`src/hw/rtl/htpd_pkg.sv`:
```
package htpd_pkg;

	localparam int unsigned HdrBytes = 4;
	localparam int unsigned LenW = 11;
	localparam logic [LenW-1:0] SatLen = '1;

	localparam logic [31:0] HeaderWordRst = 32'h2A48_5954;
	localparam logic [7:0] TailByteRst = 8'h23;
	localparam logic [LenW-1:0] MaxPacketLenRst = 11'd256;
	localparam logic [LenW-1:0] RecvBufferLimitRst = 11'd1280;

	localparam logic [1:0] REG_HEADER_WORD = 2'd0;
	localparam logic [1:0] REG_TAIL_BYTE = 2'd1;
	localparam logic [1:0] REG_MAX_PACKET_LEN = 2'd2;
	localparam logic [1:0] REG_RECV_BUFFER_LIMIT = 2'd3;

	localparam logic [2:0] EV_DROPPED = 3'd0;
	localparam logic [2:0] EV_PACKET_BYTE = 3'd1;
	localparam logic [2:0] EV_GOOD_END = 3'd2;
	localparam logic [2:0] EV_TOO_LONG_END = 3'd3;
	localparam logic [2:0] EV_HEADER_ABORT = 3'd4;
	localparam logic [2:0] EV_OVERLENGTH_ABORT = 3'd5;
	localparam logic [2:0] EV_OVERFLOW_ABORT = 3'd6;

	typedef struct packed {
		logic [7:0] in_byte;
		logic chunk_first;
		logic chunk_last;
		logic [15:0] chunk_length;
		logic [15:0] conn_id;
	} in_item_t;

	typedef struct packed {
		logic [7:0] out_byte;
		logic [15:0] out_conn_id;
		logic [2:0] event_res;
		logic [LenW-1:0] packet_length;
	} out_item_t;

	typedef struct packed {
		logic [31:0] header_word;
		logic [7:0] tail_byte;
		logic [LenW-1:0] max_packet_len;
		logic [LenW-1:0] recv_buffer_limit;
	} cfg_t;

	typedef struct packed {
		logic [2:0] header_index;
		logic header_bad;
		logic [LenW-1:0] pending_count;
		logic dropping_chunk;
	} frm_state_t;

endpackage

```
`src/hw/rtl/htpd_step.sv`:
```
module htpd_step (
	input htpd_pkg::cfg_t cfg,
	input htpd_pkg::frm_state_t cur,
	input htpd_pkg::in_item_t item,
	output htpd_pkg::frm_state_t nxt,
	output htpd_pkg::out_item_t res
);
	import htpd_pkg::*;

	logic [16:0] fill_sum;
	logic [7:0] want;
	logic [2:0] ev;
	logic [LenW-1:0] plen;
	frm_state_t st;

	assign fill_sum = {1'b0, item.chunk_length} + 17'(cur.pending_count);

	always_comb begin
		case (cur.header_index[1:0])
			2'd0: want = cfg.header_word[31:24];
			2'd1: want = cfg.header_word[23:16];
			2'd2: want = cfg.header_word[15:8];
			default: want = cfg.header_word[7:0];
		endcase
	end

	always_comb begin
		st = cur;
		ev = EV_DROPPED;
		plen = '0;

		// chunk start and receive buffer overflow
		if (item.chunk_first) begin
			st.dropping_chunk = 1'b0;
			if (fill_sum > 17'(cfg.recv_buffer_limit)) begin
				st.header_index = '0;
				st.header_bad = 1'b0;
				st.pending_count = '0;
				st.dropping_chunk = 1'b1;
				ev = EV_OVERFLOW_ABORT;
			end
		end

		if (ev == EV_DROPPED && !st.dropping_chunk) begin
			if (st.pending_count != SatLen)
				st.pending_count = st.pending_count + 1'b1;
			plen = st.pending_count;
			if (st.header_index < 3'(HdrBytes)) begin
				if (item.in_byte != want)
					st.header_bad = 1'b1;
				st.header_index = st.header_index + 1'b1;
				if (st.header_index == 3'(HdrBytes) && st.header_bad) begin
					ev = EV_HEADER_ABORT;
					st.header_index = '0;
					st.header_bad = 1'b0;
					st.pending_count = '0;
					st.dropping_chunk = 1'b1;
				end else begin
					ev = EV_PACKET_BYTE;
				end
			end else if (item.in_byte == cfg.tail_byte) begin
				ev = (plen < cfg.max_packet_len) ? EV_GOOD_END : EV_TOO_LONG_END;
				st.header_index = '0;
				st.header_bad = 1'b0;
				st.pending_count = '0;
			end else begin
				ev = EV_PACKET_BYTE;
			end
			// chunk ends with an unfinished packet already too long
			if (item.chunk_last && ev == EV_PACKET_BYTE
					&& st.pending_count > cfg.max_packet_len) begin
				ev = EV_OVERLENGTH_ABORT;
				st.header_index = '0;
				st.header_bad = 1'b0;
				st.pending_count = '0;
			end
		end

		if (item.chunk_last)
			st.dropping_chunk = 1'b0;
	end

	assign nxt = st;
	assign res.out_byte = item.in_byte;
	assign res.out_conn_id = item.conn_id;
	assign res.event_res = ev;
	assign res.packet_length = plen;

endmodule

```
`src/hw/rtl/header_tail_packet_deframer.sv`:
```
// Splits a chunked byte stream into header/tail delimited packets and passes every
// byte through with an event mark, packet length so far and its connection id.
// One byte is taken per clock while the skid entry is empty: the framing state is
// updated at the edge the byte transfers, and the marked byte is registered at that
// same edge, into the output register if it is free, else into the skid entry.
// A second result register keeps the input side open for one more byte while the
// output is stalled, so throughput is one byte per cycle whenever the consumer keeps
// up. Configuration is written through cfg_wr_en/cfg_index/cfg_wdata and must only
// change while no byte is in flight.
module header_tail_packet_deframer (
	input logic clk,
	input logic arst_n,
	input logic cfg_wr_en,
	input logic [1:0] cfg_index,
	input logic [31:0] cfg_wdata,
	input logic item_valid,
	output logic item_ready,
	input htpd_pkg::in_item_t item,
	output logic result_valid,
	input logic result_ready,
	output htpd_pkg::out_item_t result
);
	import htpd_pkg::*;

	cfg_t cfg_q;
	frm_state_t state_q;
	frm_state_t state_nxt;
	out_item_t res_nxt;
	out_item_t out_q;
	out_item_t skid_q;
	logic out_valid_q;
	logic skid_valid_q;
	logic in_xfer;
	logic out_free;

	always_ff @(posedge clk or negedge arst_n) begin
		if (!arst_n) begin
			cfg_q.header_word <= HeaderWordRst;
			cfg_q.tail_byte <= TailByteRst;
			cfg_q.max_packet_len <= MaxPacketLenRst;
			cfg_q.recv_buffer_limit <= RecvBufferLimitRst;
		end else if (cfg_wr_en) begin
			case (cfg_index)
				REG_HEADER_WORD: cfg_q.header_word <= cfg_wdata;
				REG_TAIL_BYTE: cfg_q.tail_byte <= cfg_wdata[7:0];
				REG_MAX_PACKET_LEN: cfg_q.max_packet_len <= cfg_wdata[LenW-1:0];
				REG_RECV_BUFFER_LIMIT: cfg_q.recv_buffer_limit <= cfg_wdata[LenW-1:0];
				default: ;
			endcase
		end
	end

	htpd_step u_step (
		.cfg(cfg_q),
		.cur(state_q),
		.item(item),
		.nxt(state_nxt),
		.res(res_nxt)
	);

	assign item_ready = !skid_valid_q;
	assign in_xfer = item_valid && item_ready;
	assign out_free = !out_valid_q || result_ready;

	always_ff @(posedge clk or negedge arst_n) begin
		if (!arst_n) begin
			state_q <= '0;
		end else if (in_xfer) begin
			state_q <= state_nxt;
		end
	end

	// output register plus skid entry
	always_ff @(posedge clk or negedge arst_n) begin
		if (!arst_n) begin
			out_valid_q <= 1'b0;
			skid_valid_q <= 1'b0;
		end else begin
			if (out_free) begin
				if (skid_valid_q) begin
					out_valid_q <= 1'b1;
					skid_valid_q <= 1'b0;
				end else begin
					out_valid_q <= in_xfer;
				end
			end else if (in_xfer) begin
				skid_valid_q <= 1'b1;
			end
		end
	end

	always_ff @(posedge clk) begin
		if (out_free) begin
			if (skid_valid_q)
				out_q <= skid_q;
			else if (in_xfer)
				out_q <= res_nxt;
		end else if (in_xfer) begin
			skid_q <= res_nxt;
		end
	end

	assign result_valid = out_valid_q;
	assign result = out_q;

endmodule
```
`config.mk`:
```
export PLATFORM = sky130hd
export DESIGN_NAME = header_tail_packet_deframer
export DESIGN_NICKNAME = d
export VERILOG_FILES = /design/src/hw/rtl/htpd_pkg.sv /design/src/hw/rtl/htpd_step.sv /design/src/hw/rtl/header_tail_packet_deframer.sv
export SDC_FILE = /design/constraint.sdc
export NUM_CORES = 1
export LEC_CHECK = 0
export ABC_AREA = 1
export BUFFER_PORTS_ARGS = -buffer_cell sky130_fd_sc_hd__clkbuf_2
export CORE_MARGIN = 2
export CORE_UTILIZATION = 35
export DETAILED_ROUTE_END_ITERATION = 10
export SLEW_MARGIN = 20
export SYNTH_ARGS = -nofsm -noshare
export SYNTH_HDL_FRONTEND = slang
export SYNTH_HIERARCHICAL = 1
export SYNTH_SLANG_ARGS = --single-unit
```
`constraint.sdc`:
```
create_clock -name clk -period 7 [get_ports clk]
set_input_delay 1.4 -clock clk [delete_from_list [all_inputs] [get_ports clk]]
set_output_delay 1.4 -clock clk [all_outputs]
set_load 0.02 [all_outputs]
```
* Yosys cells after proc, flatten, opt, wreduce, memory -nomap -nowiden
Index checks and enable logic that the tools add are counted.
** Word-level totals
- Logic and storage cells :: 87
- Memories kept :: 0
- Register bits after elaboration :: 156
- Bits in read-only memories :: 0
- Latch bits :: 0
- Output and inout bits :: 40
- RAM bits :: 0
** Cells by class
- Divide/modulo/power cells :: 0
- Reductions and logical operators :: 20
- Order comparisons :: 4
- Bitwise operators :: 1
- Muxes and demuxes :: 31
- Eq/ne operators :: 10
- Multipliers :: 0
- Shift operators :: 0
- Add/sub/neg operators :: 3
** Operators by type and width (count)
- 2-to-1 mux 38 bit :: 2
- 2-to-1 mux 16 bit :: 4
- 2-to-1 mux 15 bit :: 4
- 2-to-1 mux 11 bit :: 3
- 2-to-1 mux 3 bit :: 8
- one-hot mux 8 bit (3 select lines) :: 1
- adder 16 x 11 -> 17 bit :: 1
- > comparator 17 x 11 -> 1 bit :: 1
- AND reduction 2 bit :: 6
- adder 11 x 1 -> 11 bit, second input constant :: 1
- > comparator 11 bit :: 1
- less-than comparator 11 bit :: 1
- != test 11 bit, second input constant :: 1
- 2-to-1 mux 1 bit :: 9
- == test 8 bit :: 1
- != test 8 bit :: 1
- == test 2 bit, second input constant :: 3
- logical AND 1 bit :: 5
- == test 2 x 1 -> 1 bit, second input constant :: 2
- zero test 2 bit :: 2
- nonzero test 2 bit :: 2
- adder 3 x 1 -> 3 bit, second input constant :: 1
- == test 3 x 1 -> 1 bit, second input constant :: 1
- == test 3 bit, second input constant :: 1
- other kinds (5) :: 7

* Longest topological paths before layout
- Word-level depth :: 19
- Gate-level depth with buffers :: 47
- Gate-level depth less buffers :: 45

* Modules after synthesis
Netlist, hierarchy kept.
** By module, submodules not included
- header_tail_packet_deframer :: instances 1, seq. area each 4306.6 um^2, area each 5999.5 um^2, cells each 555
- htpd_step :: instances 1, seq. area each 0.0 um^2, area each 3124.2 um^2, cells each 551

* Worst setup path before layout
Ideal clock, no wire load.
- Kind :: input to register
- From :: input port item[16] (netlist bit)
- To :: register state_q[6] (netlist bit)
- Cell stages on the path :: 46
- Path slack :: 0.565 ns
- Data required time :: 6.883 ns
- Path buffers :: 4
- Data arrival time :: 6.318 ns
- Cells stage by stage :: ha_1 inv_1 fa_1 inv_1 nand3_1 nand3_1 a21oi_1 xnor2_1 ha_1 nand2_1 inv_1 nand2_1 nand2_1 a21boi_0 a21oi_1 nor2_1 nand3_1 nand2_2 (+10 left out) nand2_1 inv_1 ha_1 nand2_1 o21ai_0 a21o_1 a21oi_1 o21ai_0 a31oi_1 o21ai_0 nand2_1 inv_1 nand3_2 nand2_1 buf_4 o22ai_1 nand3_1 nand2_1
** RTL lines
- from (decl) :: line header_tail_packet_deframer.sv:18 : input htpd_pkg::in_item_t item,
- to (signal assigned) :: line header_tail_packet_deframer.sv:69 : state_q <= state_nxt;
- to (decl) :: line header_tail_packet_deframer.sv:26 : frm_state_t state_q;

==> flow_metrics.py <==
metrics = {
    "critical_path": {
        "cp-start-kind": "primary input",
        "crit_type": "primary input to flop",
        "slowest_stage": "fa_1",
        "critPathRequiredTime_ns": 7.30,
        "r2r_setup_slack_ns": 1.10,
        "end_kind": "flop",
        "critPathArrivalTime_ns": 6.79,
        "crit_top_cell": "nand2_1",
        "slowest_delay_ns": 0.40,
        "path_max_fanout": 9,
    },
    "cts": {
        "hold_buffers": 0,
        "cts-root-buf": "clkbuf_16",
        "htreeDepth": 4,
        "cts_tree": "done",
        "cts_resized": 0,
        "cts_sinks": 156,
        "cts_made_buffers": 17,
        "cts_setup_buffers": 0,
        "cts.clk_slew.worst_paths_ns": 0.06,
        "cts_buffer_depth": 2,
        "insertion_delay_ns": 0.43,
    },
    "floorplan": {
        "design.core.area_sq_um": 25800,
        "num_rows": 59,
        "fp.dieW_um": 165,
        "start_util_pct": 35.3,
        "dieArea_sq_um": 27400,
        "die_h_um": 165,
        "pin_count": 121,
    },
    "layout": {
        "final_common_cell": "nand2_1",
        "fin_area_sq_um": 10400,
        "layout_common_cells": "nand2_1, clkbuf_2, inv_1, nand3_1, edfxtp_1",
        "antenna_cells": 0,
        "drive_gt1_share_pct": 19.4,
        "syn_to_final_growth_pct": 14.4,
        "fin_nets": 1319,
        "post-route-util_pct": 40.4,
        "final_cells": 1539,
    },
    "placement": {
        "dpl_cell_area_sq_um": 9820,
        "dp_slack_ns": 0.0555,
        "portBuffers": 120,
        "place.gp.congestion": 0.929,
        "dpl.hpwl_mm": 16.6,
        "dp.cells": 1505,
    },
    "power_and_ir_drop": {
        "p_leak_nw": 5.23,
        "max-vdd-ir-drop_mv": 0.149,
        "powerDensity_nw_per_um2": 236,
        "power.total_mw": 2.47,
    },
    "drt": {
        "drc_errors": 0,
        "wl_per_cell_um": 14.7,
        "vias": 7379,
        "drtIter0Drc": 547,
        "ant_nets": 0,
        "wl_mm": 22.6,
        "first_pass_iters": 5,
        "via_per_inst": 4.79,
    },
    "synth": {
        "ys_seq_elements": 156,
        "syn_avg_cell_area_sq_um": 8.25,
        "synth_seq_area_share_pct": 47.2,
        "synth_enable_flop_cells": 76,
        "yosys_warnings": 6,
        "synth_area_sq_um": 9120,
        "async_reset_ff_share_pct": 51.3,
        "synth_cells": 1106,
        "syn_nets": 1234,
        "ys.flop_type": "edfxtp_1",
        "yosysUniqueCellTypes": 46,
    },
    "timing": {
        "worstMarginPinSlew_ns": 0.778,
        "setup_tns_ns": 0,
        "max_freq_mhz": 154,
        "fin_crit_ns": 6.49,
        "skew_ns": 0.0146,
        "grt_setup_unrepaired": "no",
        "setup_ws_ns": 0.511,
        "setup_violations": 0,
        "hold-worst-slack_ns": 0.464,
        "drv_slew": 0,
        "relSlewSlack_pct": 48.0,
        "finalCritPeriodShare_pct": 92.7,
        "finalHoldViolCount": 0,
    },
    "outcome": {
        "status": "finished, final reports clean",
    },
    "grt": {
        "met1_usage_pct": 23.7,
        "grt_pass1_vias": 7112,
        "grt_pass1_wl_mm": 36.5,
        "grt_max_degree": 81,
        "met2_usage_pct": 27.0,
        "top_usage_layer": "met2",
        "globalRouteMet3Util_pct": 3.12,
        "gr-total-overflow": 0,
        "antenna_found_initial": 0,
        "grt_usage_pct": 17.0,
    },
    "run": {
        "cap_violations": 0,
    },
    "min_path": {
        "holdCritPathClass": "flop to flop",
    },
}
-- final timing paths --
check	startpoint	to	cells after the start
min in group asynchronous	arst_n	cfg_q[54]$_DFFE_PN0P_	1
max in group asynchronous	arst_n	cfg_q[15]$_DFFE_PN0P_	1
max reg2reg	state_q[1]$_DFFE_PN0P_	state_q[3]$_DFFE_PN0P_	42
min reg2reg	cfg_q[34]$_DFFE_PN1P_	cfg_q[34]$_DFFE_PN1P_	2
min	cfg_q[34]$_DFFE_PN1P_	cfg_q[34]$_DFFE_PN1P_	2
max	item[16]	state_q[3]$_DFFE_PN0P_	43
-- layer usage --
metal | wire [um] | part of all wire, %
met5 | 0 | 0
met4 | 323 | 1.4
met3 | 986 | 4.4
met2 | 10500 | 46
met1 | 10800 | 48
-- worst max-delay path, delay by kind of cell --
family                     cells  cell delay [ns]
buffers and inverters          7             0.63
adders and majority gates      5             1.36
and+or+nand+nor               18             1.87
AOI/OAI and AO/OA             12             1.42
xor gates and xnor gates       1             0.13
-- cell type report --
| cell class | instances | area, sq um |
|---|---|---|
| Sequential cell | 156 | 4310 |
| Tap cell | 335 | 419 |
| Inverter | 101 | 379 |
| Clock inverter | 14 | 123 |
| Timing Repair Buffer | 131 | 733 |
| Fill cell | 2658 | 15400 |
| Multi-Input combinational cell | 784 | 4050 |
| Clock buffer | 18 | 429 |
-- flip-flops by register name (all words and copies together), names as in the netlist --
| register | count |
|---|---|
| result_valid | 1 |
| result | 38 |
| skid_valid_q | 1 |
| cfg_q | 62 |
| state_q | 16 |
| skid_q | 38 |
-- Yosys cell counts (all sizes together), types with 2 or more instances --
cell | count | area, sq um
buf | 60 | 390
or2 | 5 | 31.3
nand3 | 87 | 480
a21boi | 2 | 15.0
ha | 46 | 576
and2 | 2 | 12.5
nor2 | 49 | 219
xor2 | 15 | 131
o211ai | 2 | 15.0
clkbuf | 5 | 18.8
edfxtp | 76 | 2280
dfstp | 18 | 473
a2111oi | 2 | 17.5
a21o | 2 | 15.0
nand4 | 43 | 275
a21oi | 32 | 160
o22ai | 9 | 62.6
nor3 | 7 | 51.3
dfrtp | 62 | 1550
nor4 | 2 | 18.8
a31oi | 3 | 18.8
o21ai | 17 | 100
xnor2 | 11 | 96.3
inv | 100 | 375
nand2 | 444 | 1690
-- cells by family (layout without fill, tap and decap cells) --
family,count (synthesis),in the layout,share of synthesized area (%)
buffers and inverters,166,264,8.64
adder cells (fa/ha/maj),47,47,6.53
AND/OR/NAND/NOR,641,641,30.6
XOR/XNOR,26,26,2.50
flip-flops,156,156,47.2
AO/OA/AOI/OAI,70,70,4.51
-- power breakdown --
group          switching (mW)  internal (mW)
Sequential             0.0494           1.08
Clock                   0.387          0.491
Combinational           0.304          0.158
No activity file was read; power rests on OpenSTA's default activity.
